[src/hw/rtl/assert_macros.svh]
// Assertion macros shared by the page range allocator RTL.
// Depends on nothing; the macros compile away when SYNTHESIS is defined.
`ifndef ASSERT_MACROS_SVH
`define ASSERT_MACROS_SVH

`ifndef SYNTHESIS

// Same-cycle implication, checked outside reset.
`define BPRA_ASSERT_IMP(label, ck, rn, ante, cons) \
    label: assert property (@(posedge ck) disable iff (!rn) (ante) |-> (cons)) \
        else $error("bpra: same-cycle check failed");

// Next-cycle implication, checked outside reset.
`define BPRA_ASSERT_NEXT(label, ck, rn, ante, cons) \
    label: assert property (@(posedge ck) disable iff (!rn) (ante) |=> (cons)) \
        else $error("bpra: next-cycle check failed");

`else

`define BPRA_ASSERT_IMP(label, ck, rn, ante, cons)
`define BPRA_ASSERT_NEXT(label, ck, rn, ante, cons)

`endif

`endif

[src/hw/rtl/bpra_pkg.sv]
// Shared types, constants and bit-search functions for the page range allocator.
// Depends on nothing; imported by the top level, the controller and the datapath.
package bpra_pkg;

    // Default bitmap size and the fixed widths of the transfer fields.
    localparam int PAGES_DEFAULT = 512;
    localparam int COUNT_IN_W    = 10;
    localparam int START_W       = 9;
    localparam int USED_W        = 10;

    // The bitmap is held and scanned one word at a time.
    localparam int WORD_W  = 32;
    localparam int WORD_LG = 5;

    // Controller states.
    typedef enum logic [2:0] {
        ST_IDLE,
        ST_NF_RD,
        ST_NF_CHK,
        ST_FF_RD,
        ST_FF_CHK,
        ST_MK_RD,
        ST_MK_WR,
        ST_DONE
    } state_t;

    // Datapath actions issued by the controller, one per cycle.
    typedef enum logic [3:0] {
        ACT_NONE,
        ACT_START,
        ACT_READ,
        ACT_NF_TAKE,
        ACT_NF_NEXT,
        ACT_NF_WRAP,
        ACT_FF_SKIP,
        ACT_FF_NEXT,
        ACT_FF_TAKE,
        ACT_MARK,
        ACT_DELIVER
    } act_t;

    // Classification of an incoming request.
    typedef enum logic [1:0] {
        REQ_BAD,
        REQ_SINGLE,
        REQ_RUN
    } req_kind_t;

    // Status returned from the datapath to the controller.
    typedef struct packed {
        req_kind_t kind;
        logic      last_word;
        logic      nf_found;
        logic      nf_wrapped;
        logic      ff_over;
        logic      ff_hit;
        logic      end_in_word;
        logic      out_free;
    } bpra_status_t;

    // Index of the lowest set bit of a word; zero when none is set.
    function automatic logic [WORD_LG-1:0] lowest_set(input logic [WORD_W-1:0] v);
        logic [WORD_LG-1:0] idx;
        idx = '0;
        for (int i = WORD_W - 1; i >= 0; i--)
        begin
            if (v[i])
            begin
                idx = WORD_LG'(i);
            end
        end
        return idx;
    endfunction

    // Index of the highest set bit of a word; zero when none is set.
    function automatic logic [WORD_LG-1:0] highest_set(input logic [WORD_W-1:0] v);
        logic [WORD_LG-1:0] idx;
        idx = '0;
        for (int i = 0; i < WORD_W; i++)
        begin
            if (v[i])
            begin
                idx = WORD_LG'(i);
            end
        end
        return idx;
    endfunction

endpackage

[src/hw/rtl/bitmap_page_range_allocator_top.sv]
// Bitmap page range allocator. Each request transfer asks for req_pages contiguous
// page slots out of PAGES; one result transfer follows per request. Requests are
// handled one at a time; the bitmap sits in a RAM of 32-bit words and every word
// visit is a registered read, then a check. A bad count skips the search.
// A single page is placed by next-fit from the rotating pointer, wrapping once to
// slot zero when it has to. A run is placed by first-fit: words are scanned, the
// search window skips past used slots, and the run is then marked word by word; a
// fragmented map adds its skips. Per-word valid bits clear the map at reset, so no
// clearing pass is needed. A finished result waits in an output register, and a new
// request is taken while it waits; that request's result then waits in the search
// until the register empties.
`include "assert_macros.svh"

module bitmap_page_range_allocator_top
    import bpra_pkg::*;
#(
    parameter int PAGES = PAGES_DEFAULT
) (
    input  logic                  clk,
    input  logic                  rst_n,
    input  logic                  in_valid,
    output logic                  in_stall,
    input  logic [COUNT_IN_W-1:0] req_pages,
    output logic                  out_valid,
    input  logic                  out_stall,
    output logic                  granted,
    output logic [START_W-1:0]    start_index,
    output logic [USED_W-1:0]     pages_in_use
);

    act_t         act;
    bpra_status_t status;

    // Sequencer.
    bpra_ctrl u_ctrl (
        .clk     (clk),
        .rst_n   (rst_n),
        .in_valid(in_valid),
        .in_stall(in_stall),
        .status  (status),
        .act     (act)
    );

    // Bitmap, search logic and result register.
    bpra_dp #(
        .PAGES(PAGES)
    ) u_dp (
        .clk         (clk),
        .rst_n       (rst_n),
        .act         (act),
        .status      (status),
        .req_pages   (req_pages),
        .out_valid   (out_valid),
        .out_stall   (out_stall),
        .granted     (granted),
        .start_index (start_index),
        .pages_in_use(pages_in_use)
    );

    // A request transfer starts the datapath and closes the input until delivery.
    `BPRA_ASSERT_IMP(a_accept_starts, clk, rst_n, in_valid && !in_stall, act == ACT_START)
    `BPRA_ASSERT_NEXT(a_accept_stalls, clk, rst_n, in_valid && !in_stall, in_stall)
    // Delivery always fills the output register.
    `BPRA_ASSERT_NEXT(a_deliver_shows, clk, rst_n, act == ACT_DELIVER, out_valid)
    // A refused request reports start zero.
    `BPRA_ASSERT_IMP(a_refused_zero, clk, rst_n, out_valid && !granted, start_index == '0)

endmodule

[src/hw/rtl/bpra_ram.sv]
// Generic single-port-write, single-port-read RAM with a registered read.
// Depends on nothing; used for the allocation bitmap.
module bpra_ram #(
    parameter int WIDTH  = 32,
    parameter int DEPTH  = 16,
    parameter int ADDR_W = (DEPTH > 1) ? $clog2(DEPTH) : 1
) (
    input  logic              clk,
    input  logic              wr_en,
    input  logic [ADDR_W-1:0] wr_addr,
    input  logic [WIDTH-1:0]  wr_data,
    input  logic              rd_en,
    input  logic [ADDR_W-1:0] rd_addr,
    output logic [WIDTH-1:0]  rd_data
);

    logic [WIDTH-1:0] mem_reg [DEPTH];
    logic [WIDTH-1:0] rd_data_reg;

    // Write port and registered read port.
    always_ff @(posedge clk)
    begin
        if (wr_en)
        begin
            mem_reg[wr_addr] <= wr_data;
        end
        if (rd_en)
        begin
            rd_data_reg <= mem_reg[rd_addr];
        end
    end

    assign rd_data = rd_data_reg;

endmodule

[src/hw/rtl/bpra_ctrl.sv]
// Sequencing state machine of the page range allocator.
// Depends on bpra_pkg; drives one datapath action per cycle from datapath status.
module bpra_ctrl
    import bpra_pkg::*;
(
    input  logic         clk,
    input  logic         rst_n,
    input  logic         in_valid,
    output logic         in_stall,
    input  bpra_status_t status,
    output act_t         act
);

    state_t state_reg;
    state_t state_next;

    // State register.
    always_ff @(posedge clk or negedge rst_n)
    begin
        if (!rst_n)
        begin
            state_reg <= ST_IDLE;
        end
        else
        begin
            state_reg <= state_next;
        end
    end

    // Next state and the action for this cycle.
    always_comb
    begin
        state_next = state_reg;
        act        = ACT_NONE;
        in_stall   = 1'b1;
        unique case (state_reg)
            ST_IDLE:
            begin
                in_stall = 1'b0;
                if (in_valid)
                begin
                    act = ACT_START;
                    unique case (status.kind)
                        REQ_SINGLE: state_next = ST_NF_RD;
                        REQ_RUN:    state_next = ST_FF_RD;
                        default:    state_next = ST_DONE;
                    endcase
                end
            end
            ST_NF_RD:
            begin
                act        = ACT_READ;
                state_next = ST_NF_CHK;
            end
            ST_NF_CHK:
            begin
                // Take the first free slot, else step on, wrapping once to slot zero.
                priority if (status.nf_found)
                begin
                    act        = ACT_NF_TAKE;
                    state_next = ST_DONE;
                end
                else if (status.last_word && status.nf_wrapped)
                begin
                    state_next = ST_DONE;
                end
                else if (status.last_word)
                begin
                    act        = ACT_NF_WRAP;
                    state_next = ST_NF_RD;
                end
                else
                begin
                    act        = ACT_NF_NEXT;
                    state_next = ST_NF_RD;
                end
            end
            ST_FF_RD:
            begin
                act        = ACT_READ;
                state_next = ST_FF_CHK;
            end
            ST_FF_CHK:
            begin
                // Skip past used slots in the window until the run fits or cannot.
                priority if (status.ff_over)
                begin
                    state_next = ST_DONE;
                end
                else if (status.ff_hit)
                begin
                    act = ACT_FF_SKIP;
                end
                else if (status.end_in_word)
                begin
                    act        = ACT_FF_TAKE;
                    state_next = ST_MK_RD;
                end
                else if (status.last_word)
                begin
                    state_next = ST_DONE;
                end
                else
                begin
                    act        = ACT_FF_NEXT;
                    state_next = ST_FF_RD;
                end
            end
            ST_MK_RD:
            begin
                act        = ACT_READ;
                state_next = ST_MK_WR;
            end
            ST_MK_WR:
            begin
                act        = ACT_MARK;
                state_next = status.end_in_word ? ST_DONE : ST_MK_RD;
            end
            ST_DONE:
            begin
                if (status.out_free)
                begin
                    act        = ACT_DELIVER;
                    state_next = ST_IDLE;
                end
            end
            default:
            begin
                state_next = ST_IDLE;
            end
        endcase
    end

endmodule

[src/hw/rtl/bpra_dp.sv]
// Datapath of the page range allocator: bitmap RAM, search window logic,
// pointer, used count and the result register. Depends on bpra_pkg and bpra_ram.
module bpra_dp
    import bpra_pkg::*;
#(
    parameter int PAGES = PAGES_DEFAULT
) (
    input  logic                  clk,
    input  logic                  rst_n,
    input  act_t                  act,
    output bpra_status_t          status,
    input  logic [COUNT_IN_W-1:0] req_pages,
    output logic                  out_valid,
    input  logic                  out_stall,
    output logic                  granted,
    output logic [START_W-1:0]    start_index,
    output logic [USED_W-1:0]     pages_in_use
);

    localparam int WORDS = (PAGES + WORD_W - 1) / WORD_W;
    localparam int WA    = (WORDS > 1) ? $clog2(WORDS) : 1;
    localparam int AW    = $clog2(PAGES);
    localparam int XW    = $clog2(PAGES + WORDS * WORD_W) + 1;
    localparam int CW    = $clog2(PAGES + 1);
    localparam int TAIL  = PAGES - (WORDS - 1) * WORD_W;
    localparam logic [WORD_W-1:0] TAIL_MASK = {WORD_W{1'b1}} >> (WORD_W - TAIL);
    localparam logic [WA-1:0]     LAST_WORD = WA'(WORDS - 1);
    localparam logic [XW-1:0]     PAGES_X   = XW'(PAGES);

    // Control state, cleared at reset.
    logic [AW-1:0]    ptr_reg, ptr_next;
    logic [CW-1:0]    used_reg, used_next;
    logic [WORDS-1:0] word_valid_reg, word_valid_next;
    logic             out_valid_reg, out_valid_next;

    // Working and result payload.
    logic [XW-1:0]      need_reg, need_next;
    logic [XW-1:0]      cand_reg, cand_next;
    logic [WA-1:0]      word_reg, word_next;
    logic               wrap_reg, wrap_next;
    logic               grant_reg, grant_next;
    logic [XW-1:0]      start_reg, start_next;
    logic               rd_valid_reg, rd_valid_next;
    logic               out_granted_reg, out_granted_next;
    logic [START_W-1:0] out_start_reg, out_start_next;
    logic [USED_W-1:0]  out_used_reg, out_used_next;

    // Window and search signals.
    logic [WORD_W-1:0]  ram_q;
    logic [WORD_W-1:0]  cur_word;
    logic [WORD_W-1:0]  range_mask;
    logic [WORD_W-1:0]  lo_mask;
    logic [WORD_W-1:0]  hi_mask;
    logic [WORD_W-1:0]  win_mask;
    logic [WORD_W-1:0]  used_win;
    logic [WORD_W-1:0]  free_nf;
    logic [WORD_LG-1:0] nf_bit;
    logic [WORD_LG-1:0] hi_bit;
    logic [XW-1:0]      word_base;
    logic [XW-1:0]      word_end;
    logic [XW-1:0]      cand_end;
    logic [XW-1:0]      rel_lo;
    logic [XW-1:0]      rel_hi;
    logic [XW-1:0]      nf_pos;
    logic [XW-1:0]      nf_after;
    logic [XW-1:0]      skip_pos;
    logic               ram_wr_en;
    logic [WORD_W-1:0]  ram_wr_data;
    req_kind_t          kind;

    // Bitmap storage, one word per entry.
    bpra_ram #(
        .WIDTH (WORD_W),
        .DEPTH (WORDS),
        .ADDR_W(WA)
    ) u_map (
        .clk    (clk),
        .wr_en  (ram_wr_en),
        .wr_addr(word_reg),
        .wr_data(ram_wr_data),
        .rd_en  (act == ACT_READ),
        .rd_addr(word_reg),
        .rd_data(ram_q)
    );

    // A word never written since reset reads as all free.
    assign cur_word   = rd_valid_reg ? ram_q : '0;
    assign range_mask = (word_reg == LAST_WORD) ? TAIL_MASK : '1;
    assign word_base  = XW'({word_reg, {WORD_LG{1'b0}}});
    assign word_end   = word_base + XW'(WORD_W);
    assign cand_end   = cand_reg + need_reg;
    assign rel_lo     = cand_reg - word_base;
    assign rel_hi     = cand_end - word_base;

    // Window of slots from the candidate up to the end of the run, within this word.
    always_comb
    begin
        priority if (cand_reg <= word_base)
        begin
            lo_mask = '1;
        end
        else if (cand_reg >= word_end)
        begin
            lo_mask = '0;
        end
        else
        begin
            lo_mask = '1 << rel_lo[WORD_LG-1:0];
        end

        priority if (cand_end >= word_end)
        begin
            hi_mask = '1;
        end
        else if (cand_end <= word_base)
        begin
            hi_mask = '0;
        end
        else
        begin
            hi_mask = ~('1 << rel_hi[WORD_LG-1:0]);
        end
    end

    assign win_mask = lo_mask & hi_mask;
    assign used_win = (cur_word | ~range_mask) & win_mask;
    assign free_nf  = ~cur_word & range_mask & lo_mask;
    assign nf_bit   = lowest_set(free_nf);
    assign hi_bit   = highest_set(used_win);
    assign nf_pos   = word_base + XW'(nf_bit);
    assign nf_after = nf_pos + XW'(1);
    assign skip_pos = word_base + XW'(hi_bit) + XW'(1);

    // Request classification straight from the input port.
    always_comb
    begin
        priority if (req_pages == '0 || 32'(req_pages) > 32'(PAGES))
        begin
            kind = REQ_BAD;
        end
        else if (req_pages == COUNT_IN_W'(1))
        begin
            kind = REQ_SINGLE;
        end
        else
        begin
            kind = REQ_RUN;
        end
    end

    // Status towards the controller.
    always_comb
    begin
        status.kind        = kind;
        status.last_word   = (word_reg == LAST_WORD);
        status.nf_found    = |free_nf;
        status.nf_wrapped  = wrap_reg;
        status.ff_over     = (cand_end > PAGES_X);
        status.ff_hit      = |used_win;
        status.end_in_word = (cand_end <= word_end);
        status.out_free    = !out_valid_reg || !out_stall;
    end

    // Bitmap write: a single slot for next-fit, the run window when marking.
    always_comb
    begin
        ram_wr_en   = (act == ACT_NF_TAKE) || (act == ACT_MARK);
        ram_wr_data = (act == ACT_MARK) ? (cur_word | win_mask)
                                        : (cur_word | (WORD_W'(1) << nf_bit));
    end

    // Next values for each action.
    always_comb
    begin
        ptr_next         = ptr_reg;
        used_next        = used_reg;
        word_valid_next  = word_valid_reg;
        out_valid_next   = out_valid_reg && out_stall;
        need_next        = need_reg;
        cand_next        = cand_reg;
        word_next        = word_reg;
        wrap_next        = wrap_reg;
        grant_next       = grant_reg;
        start_next       = start_reg;
        rd_valid_next    = rd_valid_reg;
        out_granted_next = out_granted_reg;
        out_start_next   = out_start_reg;
        out_used_next    = out_used_reg;
        unique case (act)
            ACT_START:
            begin
                need_next  = XW'(req_pages);
                wrap_next  = 1'b0;
                grant_next = 1'b0;
                start_next = '0;
                if (kind == REQ_SINGLE)
                begin
                    cand_next = XW'(ptr_reg);
                    word_next = WA'(ptr_reg >> WORD_LG);
                end
                else
                begin
                    cand_next = '0;
                    word_next = '0;
                end
            end
            ACT_READ:
            begin
                rd_valid_next = word_valid_reg[word_reg];
            end
            ACT_NF_TAKE:
            begin
                grant_next                = 1'b1;
                start_next                = nf_pos;
                ptr_next                  = (nf_after == PAGES_X) ? '0 : AW'(nf_after);
                used_next                 = used_reg + CW'(1);
                word_valid_next[word_reg] = 1'b1;
            end
            ACT_NF_NEXT:
            begin
                word_next = word_reg + WA'(1);
                cand_next = word_end;
            end
            ACT_NF_WRAP:
            begin
                wrap_next = 1'b1;
                word_next = '0;
                cand_next = '0;
            end
            ACT_FF_SKIP:
            begin
                cand_next = skip_pos;
            end
            ACT_FF_NEXT:
            begin
                word_next = word_reg + WA'(1);
            end
            ACT_FF_TAKE:
            begin
                grant_next = 1'b1;
                start_next = cand_reg;
                used_next  = used_reg + CW'(need_reg);
                word_next  = WA'(cand_reg >> WORD_LG);
            end
            ACT_MARK:
            begin
                word_valid_next[word_reg] = 1'b1;
                word_next                 = word_reg + WA'(1);
            end
            ACT_DELIVER:
            begin
                out_valid_next   = 1'b1;
                out_granted_next = grant_reg;
                out_start_next   = START_W'(start_reg);
                out_used_next    = USED_W'(used_reg);
            end
            default:
            begin
            end
        endcase
    end

    // Control registers.
    always_ff @(posedge clk or negedge rst_n)
    begin
        if (!rst_n)
        begin
            ptr_reg        <= '0;
            used_reg       <= '0;
            word_valid_reg <= '0;
            out_valid_reg  <= 1'b0;
        end
        else
        begin
            ptr_reg        <= ptr_next;
            used_reg       <= used_next;
            word_valid_reg <= word_valid_next;
            out_valid_reg  <= out_valid_next;
        end
    end

    // Payload registers.
    always_ff @(posedge clk)
    begin
        need_reg        <= need_next;
        cand_reg        <= cand_next;
        word_reg        <= word_next;
        wrap_reg        <= wrap_next;
        grant_reg       <= grant_next;
        start_reg       <= start_next;
        rd_valid_reg    <= rd_valid_next;
        out_granted_reg <= out_granted_next;
        out_start_reg   <= out_start_next;
        out_used_reg    <= out_used_next;
    end

    assign out_valid    = out_valid_reg;
    assign granted      = out_granted_reg;
    assign start_index  = out_start_reg;
    assign pages_in_use = out_used_reg;

endmodule

[config.mk]
export PLATFORM = sky130hd
export DESIGN_NAME = bitmap_page_range_allocator_top
export DESIGN_NICKNAME = d
export VERILOG_FILES = /design/src/hw/rtl/bpra_pkg.sv /design/src/hw/rtl/bitmap_page_range_allocator_top.sv /design/src/hw/rtl/bpra_ram.sv /design/src/hw/rtl/bpra_ctrl.sv /design/src/hw/rtl/bpra_dp.sv
export VERILOG_INCLUDE_DIRS = /design/src /design/src/hw/rtl
export SDC_FILE = /design/constraint.sdc
export NUM_CORES = 1
export LEC_CHECK = 0
export ABC_AREA = 1
export BUFFER_PORTS_ARGS = -buffer_cell sky130_fd_sc_hd__buf_2
export CAP_MARGIN = 5
export CORE_ASPECT_RATIO = 1.75
export CORE_MARGIN = 10
export CORE_UTILIZATION = 50
export DETAILED_ROUTE_END_ITERATION = 8
export GPL_TIMING_DRIVEN = 0
export PLACE_DENSITY = 0.66
export SLEW_MARGIN = 20
export SYNTH_ARGS = -nofsm -noshare
export SYNTH_HDL_FRONTEND = slang
export SYNTH_SLANG_ARGS = --single-unit
[constraint.sdc]
create_clock -name clk -period 8.22 [get_ports clk]
set_clock_uncertainty 0.1 [all_clocks]
set_input_delay 0.822 -clock clk [delete_from_list [all_inputs] [get_ports clk]]
set_output_delay 0.822 -clock clk [all_outputs]
set_load 0.01 [all_outputs]
==> impl_metrics.ini <==
[finish]
diodes = 0
nNetsFinal = 2843
largest_reg_flops = 512
layout_common_cells = edfxtp_1 (600), nand2_1 (470), nor2_1 (361), o21ai_0 (310), o22ai_1 (133)
drive_above_1_share_pct = 10.39
layout.cells.most_common = edfxtp_1
fin_cells = 3587
syn2layout_area_growth_pct = 14.16

[sta]
drv_slew = 0
grt_setup_unrepaired = true
worstMarginPinSlew_ns = 1.152
fin_setup_tns_ns = 0
finalSetupViolCount = 0
relSlewSlack_pct = 23.19
final_hold_viol_count = 0
clock.fmax_mhz = 128.3
period_share_pct = 94.81
min_period_ns = 7.793

[floorplanning]
ios = 36
initial_utilization_pct = 50.43
die_width_um = 201.3
die-area_um2 = 67900
row_count = 116
coreArea_um2 = 57040
die_h_um = 337.3

[setup_path]
crit_top_cell = nor2_1
max_stage_delay_ns = 0.43
critPathMaxFanout = 13
path_class = reg2reg
endpoint_kind = flop
critical_path.top_delay_family = buffers and inverters
crit_slowest_cell = edfxtp_1
cp-start-kind = flop
critPathRequiredTime_ns = 8.66
crit_arrival_ns = 8.23
critPathBufInv = 14

[synth]
synth_cell_type_count = 62
ys_seq_area_share_pct = 66.03
async_reset_ff_share_pct = 6.103
yosys_most_used_dff = edfxtp_1
syn_inst = 2642
ys_warn_count = 0
ys_seq_elements = 639
netlist_area_um2 = 28760
avgSynthCellArea_um2 = 10.89
synth-edff-count = 600
syn-num-nets = 2706

[clock_tree]
clkSinkCount = 639
clk_pin_slew_ns = 0.07
cts.path.max_buffers = 3
clkLatencyLatePin_ns = 0.65
cts_root_buf = clkbuf_16
htreeDepth = 2
numCtsBuffers = 56
tritoncts = yes
postCtsHoldBufs = 0

[route]
vias_per_cell = 6.066
dr.pass1.iters = 6
wl_per_cell_um = 28.58
first_iter_violations = 2129
num_vias = 21759
drc = 0
wl_mm = 102.5
postRouteAntennaNets = 0

[worst_hold_path]
hold_class = in2async

[run]
cap_violations = 0

[grt]
gr-total-overflow = 0
grt_usage_pct = 29.74
grt_max_degree = 40
grt_pass1_vias = 21766
antenna_found_initial = 0
grt_pass1_wl_mm = 146.1

[placed_design]
gp_congestion = 1.021
io_buffer_count = 35
dp.cells = 3473
hpwlAfterDp_mm = 77.35

[outcome]
status = completed
[through the flow]
step | area [um2] | hold slack (ns) | setup WS [ns] | utilization, %
2_1_floorplan | 28760 | 0.3003 | 1.750 | -
3_3_place_gp | 29900 | 0.3008 | -3.098 | 52.42
3_5_place_dp | 30710 | 0.3045 | -2.113 | 53.83
4_1_cts | 32670 | 0.2346 | 0.02538 | 57.28
5_1_grt | 32840 | 0.2813 | -0.09481 | 57.57
6_report | 32840 | 0.2116 | 0.4269 | 57.57
[final cells by class]
| type | count | area, um2 |
|---|---|---|
| clock buffer | 64 | 1474 |
| clock inverter | 35 | 384.1 |
| sequential | 639 | 18990 |
| timing repair buffer | 79 | 935.9 |
| tap | 767 | 959.7 |
| fill | 4742 | 24200 |
| multi-input combinational | 1736 | 9005 |
| inverter | 142 | 544.3 |
| buffer | 125 | 540.5 |
[cell usage after synthesis, types with 5 or more instances]
cell type    n  area share, %
xor2_1      10           0.30
nand2_4      6           0.23
nand2_2     12           0.26
nand3_1    102            1.8
a21oi_1     56           0.97
o21ai_1     15           0.26
edfxtp_1   600             63
dfrtp_1     39            3.4
ha_1        48            2.1
inv_2       12           0.16
nor3_1      24           0.42
or2_2        8           0.17
inv_1      126            1.6
buf_1        7          0.091
nand3b_1     6           0.16
o221ai_1     5           0.15
nor2_1     383            5.0
o22ai_1    133            2.9
nor2_2       9           0.20
nand4_1     46            1.0
nand2_1    471            6.1
a31oi_1     11           0.24
o21ai_0    310            5.4
clkbuf_1   109            1.4
xnor2_1      5           0.15
o21bai_1     9           0.23
[what timing repair did]
action,4_1_cts,5_1_grt
resized for setup,23,31
buffers inserted,7,7
gates cloned,0,1
setup endpoints to repair,1108,37
pin swaps,3,4
[cell families (layout without fill, tap and decap cells)]
| logic type | Yosys count | after routing | synth area share, % |
|---|---|---|---|
| and+or+nand+nor | 1089 | 1089 | 16.13 |
| DFF | 639 | 639 | 66.03 |
| AOI/OAI and AO/OA | 580 | 580 | 11.46 |
| buffers and inverters | 267 | 445 | 3.615 |
| adders and majority gates | 50 | 50 | 2.227 |
| xor gates and xnor gates | 15 | 15 | 0.4567 |
| muxes | 2 | 2 | 0.07830 |
[layer usage]
layer	share of wire, %	vias to the layer above	track usage, %
met5	0	-	0
met4	8.9	0	22.48
met3	5.4	355	3.776
met2	54	1062	57.17
met1	31	10632	28.19
li1	-	9710	-
[final timing paths]
| check | startpoint | endpoint | slack (ns) | cells past startpoint |
|---|---|---|---|---|
| worst min register to register | u_dp.start_reg[1]$_DFFE_PP_ | u_dp.start_index[1]$_DFFE_PP_ | 0.32 | 0 |
| max in group asynchronous | rst_n | u_dp.ptr_reg[4]$_DFFE_PN0P_ | 7.21 | 1 |
| worst max register to register | u_dp.word_reg[0]$_DFFE_PP_ | u_dp.used_reg[9]$_DFFE_PN0P_ | 0.43 | 45 |
| worst min-delay path | rst_n | u_dp.used_reg[7]$_DFFE_PN0P_ | 0.21 | 1 |
| min in group clk | req_pages[4] | u_dp.need_reg[4]$_DFFE_PP_ | 0.30 | 1 |
| worst max-delay path | u_dp.word_reg[0]$_DFFE_PP_ | u_dp.used_reg[9]$_DFFE_PN0P_ | 0.43 | 45 |
[worst register-to-register path: cells and delay by family, from the launching register on]
family	cells	cell delay (ns)
and+or+nand+nor	16	2.03
AOI/OAI and AO/OA	11	1.60
xor gates and xnor gates	1	0.14
buffers and inverters	14	2.40
adders and majority gates	3	0.97
DFF	1	0.43
Power is not shown: default switching activity piles up to over one toggle a cycle in this logic, so the estimate is an artifact.
